==> src/sstp_pkg.sv <==
// Shared types, constants and helpers for the sparse triple product unit.
// No dependencies.
package sstp_pkg;

  localparam int SH_ORDER = 8;
  localparam int NCOEF    = SH_ORDER * SH_ORDER;
  localparam int SLOTS    = 64;
  localparam int IDX_W    = 6;
  localparam int COEF_W   = 16;
  localparam int ACC_W    = 48;
  localparam int PROD1_W  = 32;
  localparam int RND_SH   = 25;

  localparam logic [1:0] CMD_LOAD_A = 2'd0;
  localparam logic [1:0] CMD_LOAD_B = 2'd1;
  localparam logic [1:0] CMD_ENTRY  = 2'd2;
  localparam logic [1:0] CMD_READ   = 2'd3;

  typedef struct packed {
    logic [1:0]               command;
    logic [IDX_W-1:0]         coeff_index;
    logic signed [COEF_W-1:0] coeff_value;
    logic [IDX_W-1:0]         index_a;
    logic [IDX_W-1:0]         index_b;
    logic [IDX_W-1:0]         index_c;
    logic signed [COEF_W-1:0] tensor_weight;
  } in_word_t;

  typedef struct packed {
    logic [IDX_W-1:0]         result_index;
    logic signed [COEF_W-1:0] result_value;
    logic                     last;
  } out_word_t;

  typedef struct packed {
    logic load_a;
    logic load_b;
    logic take_entry;
    logic mul1;
    logic mul2;
    logic acc_wr;
    logic ro_start;
    logic ro_rd;
    logic ro_ld;
    logic ro_next;
    logic ro_clear;
  } ctl_t;

  typedef struct packed {
    logic ro_last;
  } sts_t;

  function automatic logic idx_ok(input logic [IDX_W-1:0] i);
    return {1'b0, i} < (IDX_W+1)'(NCOEF);
  endfunction

endpackage

==> src/sstp_ctrl.sv <==
// Controller state machine: handshakes and sequencing of the datapath.
// Depends on sstp_pkg.
module sstp_ctrl (
  input  logic             clk,
  input  logic             rst,
  input  logic             in_valid,
  output logic             in_ready,
  input  logic [1:0]       command,
  output logic             out_valid,
  input  logic             out_ready,
  output sstp_pkg::ctl_t   ctl,
  input  sstp_pkg::sts_t   sts
);

  localparam logic [2:0] S_IDLE    = 3'd0;
  localparam logic [2:0] S_MUL1    = 3'd1;
  localparam logic [2:0] S_MUL2    = 3'd2;
  localparam logic [2:0] S_ACC     = 3'd3;
  localparam logic [2:0] S_RO_RD   = 3'd4;
  localparam logic [2:0] S_RO_LD   = 3'd5;
  localparam logic [2:0] S_RO_WAIT = 3'd6;

  logic [2:0] state, state_next;
  logic       accept, out_take;

  assign in_ready  = (state == S_IDLE);
  assign out_valid = (state == S_RO_WAIT);
  assign accept    = in_valid && in_ready;
  assign out_take  = out_valid && out_ready;

  always_comb begin
    ctl            = '0;
    ctl.load_a     = accept && (command == sstp_pkg::CMD_LOAD_A);
    ctl.load_b     = accept && (command == sstp_pkg::CMD_LOAD_B);
    ctl.take_entry = accept && (command == sstp_pkg::CMD_ENTRY);
    ctl.ro_start   = accept && (command == sstp_pkg::CMD_READ);
    ctl.mul1       = (state == S_MUL1);
    ctl.mul2       = (state == S_MUL2);
    ctl.acc_wr     = (state == S_ACC);
    ctl.ro_rd      = (state == S_RO_RD);
    ctl.ro_ld      = (state == S_RO_LD);
    ctl.ro_next    = out_take && !sts.ro_last;
    ctl.ro_clear   = out_take && sts.ro_last;
  end

  always_comb begin
    state_next = state;
    unique case (state)
      S_IDLE: begin
        if (ctl.take_entry) begin
          state_next = S_MUL1;
        end else if (ctl.ro_start) begin
          state_next = S_RO_RD;
        end
      end
      S_MUL1:    state_next = S_MUL2;
      S_MUL2:    state_next = S_ACC;
      S_ACC:     state_next = S_IDLE;
      S_RO_RD:   state_next = S_RO_LD;
      S_RO_LD:   state_next = S_RO_WAIT;
      S_RO_WAIT: begin
        if (out_take) begin
          state_next = sts.ro_last ? S_IDLE : S_RO_RD;
        end
      end
      default:   state_next = S_IDLE;
    endcase
  end

  always_ff @(posedge clk) begin
    if (rst) begin
      state <= S_IDLE;
    end else begin
      state <= state_next;
    end
  end

  a_no_overlap: assert property (@(posedge clk) disable iff (rst)
    !(in_ready && out_valid))
    else $error("input and output sides active together");

  a_entry_seq: assert property (@(posedge clk) disable iff (rst)
    ctl.take_entry |=> ##2 ctl.acc_wr)
    else $error("tensor entry did not reach accumulator write");

  a_acc_done: assert property (@(posedge clk) disable iff (rst)
    ctl.acc_wr |=> in_ready)
    else $error("not idle after accumulator write");

  a_ro_end: assert property (@(posedge clk) disable iff (rst)
    ctl.ro_clear |=> in_ready && !out_valid)
    else $error("readout did not end after last word");

endmodule
==> config.mk <==
export PLATFORM = sky130hd
export DESIGN_NAME = sstp_ctrl
export DESIGN_NICKNAME = d
export VERILOG_FILES = /design/src/sstp_pkg.sv /design/src/sstp_ctrl.sv
export SDC_FILE = /design/constraint.sdc
export NUM_CORES = 1
export LEC_CHECK = 0
export ABC_CLOCK_PERIOD_IN_PS = 1500
export BUFFER_PORTS_ARGS = -buffer_cell sky130_fd_sc_hd__buf_2
export CORE_AREA = 5 5 42 44
export CTS_CLUSTER_DIAMETER = 60
export CTS_CLUSTER_SIZE = 10
export DETAILED_ROUTE_END_ITERATION = 8
export DIE_AREA = 0 0 47 49
export GPL_ROUTABILITY_DRIVEN = 0
export PLACE_DENSITY = 0.46
export SYNTH_ARGS = -nofsm -noshare
export SYNTH_HDL_FRONTEND = slang
export SYNTH_SLANG_ARGS = --single-unit
==> constraint.sdc <==
create_clock -name clk -period 1.5 [get_ports clk]
set_clock_uncertainty 0.2 [all_clocks]
set_input_delay 0.075 -clock clk [delete_from_list [all_inputs] [get_ports clk]]
set_output_delay 0.075 -clock clk [all_outputs]
set_load 0.005 [all_outputs]
==> key figures, run 1 <==
Yosys
  – Synth Flop Type: dfxtp_1
  – Post-Syn Instances: 35
  – Register area share after synthesis: 21.2%
  – Post-synth ARST share: 0%
  – Syn Nets: 42
  – FF+latch count, synth: 3
  – Avg Cell Area, Syn: 8.08 um^2
  – Distinct cells, synth: 22
  – Cell area after synthesis: 283 um^2
  – Post-synth EDFFs: 0
  – Yosys warning count: 0

Worst setup path
  – Worst setup EP type: output port
  – Crit Path Category: reg2out
  – Startpoint type of the worst setup path: flip-flop
  – Crit Path Max Fanout: 8
  – Critical Path AT: 1200 ps
  – Worst path required time: 1220 ps
  – Reg2reg setup slack: 260 ps

Finish
  – Final nets: 72
  – Diode count: 0
  – Final std cells w/o fill: 80
  – Fraction of layout cells with a size suffix above 1: 59.4%
  – Largest reg by FF count: state
  – FILL cells: 169
  – Top Registers: state: 3 flops
  – Commonest non-fill, non-tap cell in the layout: buf_2
  – Largest register FFs: 3
  – Commonest cells after routing, fill and taps aside: 19 x buf_2, 5 x nor2_1, 5 x buf_4
  – Non-Filler Cell Area, Final: 493 um^2
  – Area delta synth->final: 74.3%

Clock network
  – CTS Buffer Depth: 2
  – Clk slew on worst S/H paths: 40 ps
  – Worst skew pair latency: 230 ps
  – # clock sinks: 3
  – CTS buffer count: 3
  – CTS tree: yes
  – Root Buffer: clkbuf_4
  – H-Tree Depth: 1

Timing
  – RSZ-0062 raised after global routing: true
  – Fin. Hold Viols: 0
  – Hold slack: 14.8 ps
  – Final period utilization: 98.2%
  – Worst setup margin: 27.3 ps
  – Max-slew headroom: 85.2%
  – Max Fclk: 679 MHz
  – Pins Over Slew Limit: 0
  – Final min period: 1470 ps
  – TNS Setup: 0 ps
  – Setup violators final: 0
  – Tightest Pin Transition: 219 ps

Route
  – Avg WL per Cell: 11.1 um
  – DRC Markers: 0
  – Routed Wire Length: 885 um
  – Post-route ant nets: 0
  – DRT iter0 DRCs: 6
  – Routed vias: 355
  – DR pass1 iterations: 4
  – Vias/cell: 4.44

GRT
  – Total global routing overflow: 0
  – Initial antenna violation count: 0
  – Vias in the first global route: 325
  – GRT Total Usage: 8.03%
  – First-pass GRT wire length: 1370 um
  – Largest net degree at the start of global routing: 10

Place
  – Number of I/O port buffers: 19
  – DP Area: 403 um^2
  – DP HPWL: 645 um
  – Dpl cells: 70
  – DP Worst Slack: 133 ps

Worst hold path
  – Hold WC Path Type: in2reg

Run status
  – Outcome: finished clean

Floorplan
  – Core Area: 1400 um^2
  – Die Wd: 47 um
  – Die Height: 49 um
  – Die ar.: 2300 um^2
  – # IOs: 20
  – Row cnt: 14
  – Initial Utilization: 20.2%

Run
  – Max Cap Violations: 0

Pwr
  – Cell Pwr Density: 974 nW/um^2
  – Lkg Pwr: 0.254 nW
  – Peak VDD IR: 0.304 mV
## report_power, final
| group | switching (mW) | internal (mW) | total, mW |
|---|---|---|---|
| sequential | 0.0296 | 0.0967 | 0.126 |
| clock | 0.0387 | 0.0995 | 0.138 |
| combinational | 0.0860 | 0.129 | 0.215 |
| total | 0.154 | 0.326 | 0.480 |
## area by class of cell
type	count	area [um^2]	area share, %
clock buffer	4	26.3	5.33
tap	16	20.0	4.06
sequential	3	68.8	14.0
multi-input combinational	30	215	43.7
timing repair buffer	27	163	33.0
## final timing paths
path | from | endpoint | cells after the start
min | command[1] | state[2] | 3
max | state[2] | ctl[10] | 3
max reg2reg | state[0] | state[2] | 3
min reg2reg | state[1] | state[1] | 2
## per-layer routing
layer	up-vias	track usage [%]	part of all wire (%)
met2	20	10.4	44
met3	0	1.48	13
met4	0	5.53	0
met1	156	11.4	43
met5	-	0	0
li1	179	-	-
## critical path, stage by stage, from the launching register on
cell      delay, ps
dfxtp_4         370
nor3_4          240
and4bb_2        250
buf_2           110
## synthesized netlist by cell type, drive strengths merged (2+ instances only)
cell type  count  area (um^2)
dfxtp          3         60.1
and2           2         12.5
nor2           5         18.8
nand2          5         21.3
and2b          2         15.0
nor3b          3         27.5
and3           2         12.5
## cell families after synthesis
kind of cell	synth area share, %
compound gates	13.3
buf+inv	3.54
flops	21.2
simple gates	61.9
## metrics by stage
stage / power [mW] / utilization, %
floorplan: 0.224 / -
global placement: 0.291 / 28.7
detailed placement: 0.292 / 28.7
CTS: 0.458 / 33.6
global route: 0.522 / 35.2
finish: 0.480 / 35.2
## repair_timing
action,CTS,global route
setup buffers,1,2
gates cloned,0,0
endpoints found under the setup margin,8,6
pin swaps,1,2
hold buffers,3,0
resized for setup,3,3
endpoints found under the hold margin,3,0
No activity file was read; power rests on OpenSTA's default activity.
==> inputs of run 2 (changes only) <==
==> constraint.sdc (replaced) <==
create_clock -name clk -period 1.5 [get_ports clk]
set_clock_uncertainty 0.2 [all_clocks]
set_input_delay 0.075 -clock clk [delete_from_list [all_inputs] [get_ports clk]]
set_output_delay 0.075 -clock clk [all_outputs]
set_load 0.01 [all_outputs]
==> run 2 against run 1 <==
Effect of this change: the run now ends with negative setup slack left; wire length up 6.6%; hold slack better by 8.5 ps; clock-buffer cell count unchanged; sequential power about the same; non-clock buffer count up 1; flip-flop and latch count unchanged; via count up 2.3%; critical path depth up 1.
==> key figures, run 2 (synthesis results as in run 1) <==
Place
  – DP Worst Slack: 124 ps (-9.27 ps)
  – DP Area: 395 um^2 (-1.9%)
  – DP HPWL: 622 um (-3.6%)
  – Number of I/O port buffers: 19 (unchanged)

Floorplan
  – Die Height: 49 um (unchanged)
  – Die ar.: 2300 um^2 (unchanged)
  – Die Wd: 47 um (unchanged)
  – Core Area: 1400 um^2 (unchanged)
  – # IOs: 20 (unchanged)
  – Initial Utilization: 20.2% (unchanged)
  – Row cnt: 14 (unchanged)

Pwr
  – Peak VDD IR: 0.316 mV (+4.0%)
  – Lkg Pwr: 0.271 nW (+6.6%)
  – Cell Pwr Density: 961 nW/um^2 (-1.3%)
  – Total power: 518 uW (+8.0%)

Route
  – Routed vias: 363 (+2.3%)
  – Routed Wire Length: 943 um (+6.6%)
  – Vias/cell: 4.48 (+0.99%)
  – Post-route ant nets: 0 (unchanged)
  – DRT iter0 DRCs: 2 (-4)
  – Avg WL per Cell: 11.6 um (+5.2%)
  – DR pass1 iterations: 3 (-1)
  – DRC Markers: 0 (unchanged)

Timing
  – Final period utilization: 100% (+2.3 points)
  – Final min period: 1510 ps (+33.8 ps)
  – Setup violators final: 1 (+1)
  – Worst setup margin: -6.48 ps (-33.8 ps)
  – Max-slew headroom: 84.7% (-0.50 points)
  – Fin. Hold Viols: 0 (unchanged)
  – RSZ-0062 raised after global routing: true
  – TNS Setup: -6.48 ps (-6.48 ps)
  – Pins Over Slew Limit: 0 (unchanged)
  – Tightest Pin Transition: 229 ps (+10.6 ps)
  – Max Fclk: 664 MHz (-2.2%)
  – Hold slack: 23.4 ps (+8.51 ps)

Worst hold path
  – WHS Path Cells: 3 (unchanged)
  – Hold WC Path Type: in2reg
  – Hold Startpoint: in_valid
  – Hold path endpoint: state[2]

Finish
  – Top Registers: state: 3 flops
  – Largest reg by FF count: state
  – Commonest cells after routing, fill and taps aside: 17 x buf_2, 7 x buf_4, 4 x nor2_1
  – Non-Filler Cell Area, Final: 539 um^2 (+9.4%)
  – Final nets: 73 (+1.4%)
  – Fraction of layout cells with a size suffix above 1: 69.2% (+9.9 points)
  – Diode count: 0 (unchanged)
  – Largest register FFs: 3 (unchanged)
  – Area delta synth->final: 90.7%
  – Commonest non-fill, non-tap cell in the layout: buf_2

Worst setup path
  – Crit Path Category: reg2out
  – Worst r2r src: state[2]
  – Path depth of the worst reg2reg path: 5 (+2)
  – Reg-to-reg endpoint: state[2]
  – Worst setup EP type: output port
  – Crit Path Max Fanout: 6 (-2)
  – Critical Path AT: 1230 ps (+30 ps)
  – Max stage delay on crit path: 360 ps (about the same)
  – Reg2reg setup slack: 80 ps (-180 ps)
  – Startpoint type of the worst setup path: flip-flop
  – Worst path required time: 1220 ps (about the same)
  – CP Cell Sequence: nor3_4 > nand2_2 > nor3b_2 > buf_2
  – Critical-path top delay cell: dfxtp_4

Clock network
  – Root Buffer: clkbuf_4
  – CTS Buffer Depth: 2 (unchanged)
  – # clock sinks: 3 (unchanged)
  – Worst skew pair latency: 240 ps (about the same)
  – CTS tree: yes
  – Clk slew on worst S/H paths: 40 ps (about the same)
  – CTS buffer count: 3 (unchanged)
  – H-Tree Depth: 1 (unchanged)

GRT
  – Vias in the first global route: 335 (+3.1%)
  – Largest net degree at the start of global routing: 10 (unchanged)
  – First-pass GRT wire length: 1350 um (-1.5%)
  – Total global routing overflow: 0 (unchanged)
  – Initial antenna violation count: 0 (unchanged)
  – GRT Total Usage: 8.10% (+0.070 points)

Run status
  – Failing checks: negative setup slack
  – Outcome: finished, violations left

Run
  – Max Cap Violations: 0 (unchanged)
==> run 2: layout make-up <==
cell class / count / area (um^2)
repair buffers: 28 / 180
well taps: 16 / 20.0
clock buffers: 4 / 26.3
fillers: 151 / 862
multi-input cells: 30 / 241
flip-flops and latches: 3 / 71.3
==> run 2: layer usage <==
layer / up-vias / global-route usage, % / routed length, um
li1: 183 / - / -
met1: 160 / 11.4 / 424
met2: 18 / 10.9 / 441
met3: 2 / 0 / 62
met4: 0 / 6.91 / 16
met5: - / 0 / 0
==> run 2: report_power, final <==
part | switching [mW] | internal [mW]
registers | 0.0265 | 0.0970
logic | 0.109 | 0.140
clock network | 0.0463 | 0.100
==> run 2: timing repair <==
action / 4_1_cts / 5_1_grt
resized for setup: 4 / 11
buffers inserted: 1 / 5
endpoints found under the setup margin: 8 / 7
hold buffers: 2 / 0
pin swaps: 1 / 4
hold endpoints to repair: 3 / 0
==> run 2: worst max path at each step <==
| stage | start | to | slack, ps | cells past startpoint |
|---|---|---|---|---|
| final | state[2] | ctl[9] | -6 | 4 |
| after global routing | state[2] | ctl[9] | -90 | 4 |
| after CTS | state[0] | ctl[9] | -40 | 4 |
| after detailed placement | state[0] | state[2] | 120 | 3 |
| after global placement | state[1] | state[2] | 150 | 3 |
| after floorplan | state[1] | ctl[1] | 210 | 3 |
==> run 2: critical path, delay by kind of cell, from the launching register on <==
family                 cells  cell delay (ps)
AND/OR/NAND/NOR            3              490
flip-flops                 1              360
buffers and inverters      1              140
==> run 2: metrics by stage <==
stage	std cells	utilization, %
2_1_floorplan	35	-
3_3_place_gp	69	28.2
3_5_place_dp	69	28.2
4_1_cts	76	32.7
5_1_grt	81	38.5
6_report	81	38.5
==> inputs of run 3 (changes only) <==
--- a/config.mk
+++ b/config.mk
@@ -5,13 +5,13 @@
 export SDC_FILE = /design/constraint.sdc
 export NUM_CORES = 1
 export LEC_CHECK = 0
-export ABC_CLOCK_PERIOD_IN_PS = 1500
+export ABC_CLOCK_PERIOD_IN_PS = 1700
 export BUFFER_PORTS_ARGS = -buffer_cell sky130_fd_sc_hd__buf_2
-export CORE_AREA = 5 5 42 44
+export CORE_AREA = 2 2 39 41
 export CTS_CLUSTER_DIAMETER = 60
 export CTS_CLUSTER_SIZE = 10
 export DETAILED_ROUTE_END_ITERATION = 8
-export DIE_AREA = 0 0 47 49
+export DIE_AREA = 0 0 41 43
 export GPL_ROUTABILITY_DRIVEN = 0
 export PLACE_DENSITY = 0.46
 export SYNTH_ARGS = -nofsm -noshare
==> constraint.sdc (replaced) <==
create_clock -name clk -period 1.7 [get_ports clk]
set_clock_uncertainty 0.2 [all_clocks]
set_input_delay 0.085 -clock clk [delete_from_list [all_inputs] [get_ports clk]]
set_output_delay 0.085 -clock clk [all_outputs]
set_load 0.01 [all_outputs]
==> run 3 against run 2 <==
Effect of this change: the run now ends clean; sequential share of layout area is 1.1 points higher; sequential power down 6%; register-to-register slack better by 300 ps; cell count shrank 7.4%; critical endpoint unchanged; highest routed layer is now met3.
==> key figures, run 3 (synthesis results as in run 1) <==
Run status
  – Outcome: finished clean

Finish
  – Non-Filler Cell Area, Final: 445 um^2 (-17%)
  – Final std cells w/o fill: 75 (-7.4%)
  – Commonest non-fill, non-tap cell in the layout: buf_2
  – Post-layout util: 32.2% (-6.3 points)
  – Final nets: 67 (-8.2%)
  – Fraction of layout cells with a size suffix above 1: 55.9% (-13 points)
  – Area delta synth->final: 57.5%
  – Top Registers: state: 3 flops
  – Largest reg by FF count: state
  – Commonest cells after routing, fill and taps aside: 19 x buf_2, 5 x nor2_1, 4 x nand2_1
  – Largest register FFs: 3 (unchanged)
  – Diode count: 0 (unchanged)

Timing
  – TNS Setup: 0 ps (+6.48 ps)
  – Tightest Pin Transition: 222 ps (-7.39 ps)
  – Fin. Hold Viols: 0 (unchanged)
  – Pins Over Slew Limit: 0 (unchanged)
  – Max Fclk: 635 MHz
  – Worst setup margin: 125 ps (+132 ps)
  – Final period utilization: 92.6%
  – Max-slew headroom: 85.0% (+0.28 points)
  – Hold slack: 28.3 ps (+4.95 ps)
  – Setup violators final: 0 (-1)
  – Final min period: 1570 ps
  – RSZ-0062 raised after global routing: false

GRT
  – GRT Total Usage: 10.2% (+2.1 points)
  – Largest net degree at the start of global routing: 14 (+4)
  – First-pass GRT wire length: 1230 um (-8.7%)
  – Initial antenna violation count: 0 (unchanged)
  – Total global routing overflow: 0 (unchanged)
  – Vias in the first global route: 303 (-9.6%)

Pwr
  – Peak VDD IR: 0.281 mV (-11%)
  – Total power: 395 uW (-24%)
  – Cell Pwr Density: 888 nW/um^2 (-7.6%)
  – Lkg Pwr: 0.229 nW (-15%)

Floorplan
  – # IOs: 20 (unchanged)
  – Core Area: 1380 um^2 (-1.2%)
  – Die ar.: 1760 um^2 (-23%)
  – Die Height: 43 um (-12%)
  – Die Wd: 41 um (-13%)
  – Row cnt: 14 (unchanged)
  – Initial Utilization: 20.4% (+0.26 points)

Worst setup path
  – Startpoint type of the worst setup path: flip-flop
  – Critical Path AT: 1290 ps (+60 ps)
  – Worst setup EP type: output port
  – Worst path required time: 1410 ps (+190 ps)
  – Crit Path Max Fanout: 13 (+7)
  – Crit Path Category: reg2out

Clock network
  – Clk slew on worst S/H paths: 40 ps (about the same)
  – CTS Buffer Depth: 2 (unchanged)
  – CTS tree: yes
  – Root Buffer: clkbuf_4
  – H-Tree Depth: 1 (unchanged)
  – CTS buffer count: 3 (unchanged)
  – # clock sinks: 3 (unchanged)
  – Worst skew pair latency: 230 ps (about the same)

Place
  – DP Worst Slack: 242 ps (+118 ps)
  – DP HPWL: 559 um (-10%)
  – DP Area: 388 um^2 (-1.9%)
  – Number of I/O port buffers: 19 (unchanged)
  – Dpl cells: 68 (-1.4%)

Route
  – Post-route ant nets: 0 (unchanged)
  – Routed Wire Length: 769 um (-18%)
  – DRT iter0 DRCs: 3 (+1)
  – Vias/cell: 4.44 (-0.93%)
  – Routed vias: 333 (-8.3%)
  – DR pass1 iterations: 2 (-1)
  – Avg WL per Cell: 10.3 um (-12%)
  – DRC Markers: 0 (unchanged)

Worst hold path
  – Hold WC Path Type: in2reg

Run
  – Max Cap Violations: 0 (unchanged)
run 3: cell types whose count changed in the layout (fill, tap and decap cells not counted), sizes merged:
cell  previous run  this run
buf             26        20
run 3: critical path: stages, from the launching register on:
cell and delay (ps):
dfxtp_2 380, nor3_4 260, nand2_1 120, nor3b_2 150
buf_2 150
run 3: cell type report:
cell class                      count  area, um^2
Timing Repair Buffer               22         123
Tap cell                           16        20.0
Clock buffer                        4        26.3
Sequential cell                     3        63.8
Multi-Input combinational cell     30         213
Fill cell                         155         938
run 3: worst paths after layout:
kind,cells after the start,slack [ps],end,startpoint
worst max-delay path,4,130,ctl[9],state[0]
worst min-delay path,3,30,state[2],in_valid
worst max register to register,3,380,state[2],state[0]
worst min register to register,2,350,state[1],state[1]
run 3: layer usage:
layer / GRT usage [%] / up-vias / part of all wire (%) / routed length, um
met4: 6.00 / 0 / 0 / 0
li1: - / 173 / - / -
met2: 14.7 / 17 / 45 / 344
met5: 0 / - / 0 / 0
met1: 12.8 / 143 / 46 / 356
met3: 3.14 / 0 / 9.0 / 69
run 3: timing repair:
action | 4_1_cts | 5_1_grt
pin swaps | 1 | 1
buffers inserted | 0 | 1
setup endpoints to repair | 1 | 2
hold buffers | 2 | 0
gates resized for setup | 0 | 3
endpoints found under the hold margin | 3 | 0
run 3: power breakdown:
| group | switching (mW) | internal [mW] |
|---|---|---|
| logic | 0.0725 | 0.0849 |
| registers | 0.0314 | 0.0845 |
| clock network | 0.0344 | 0.0878 |
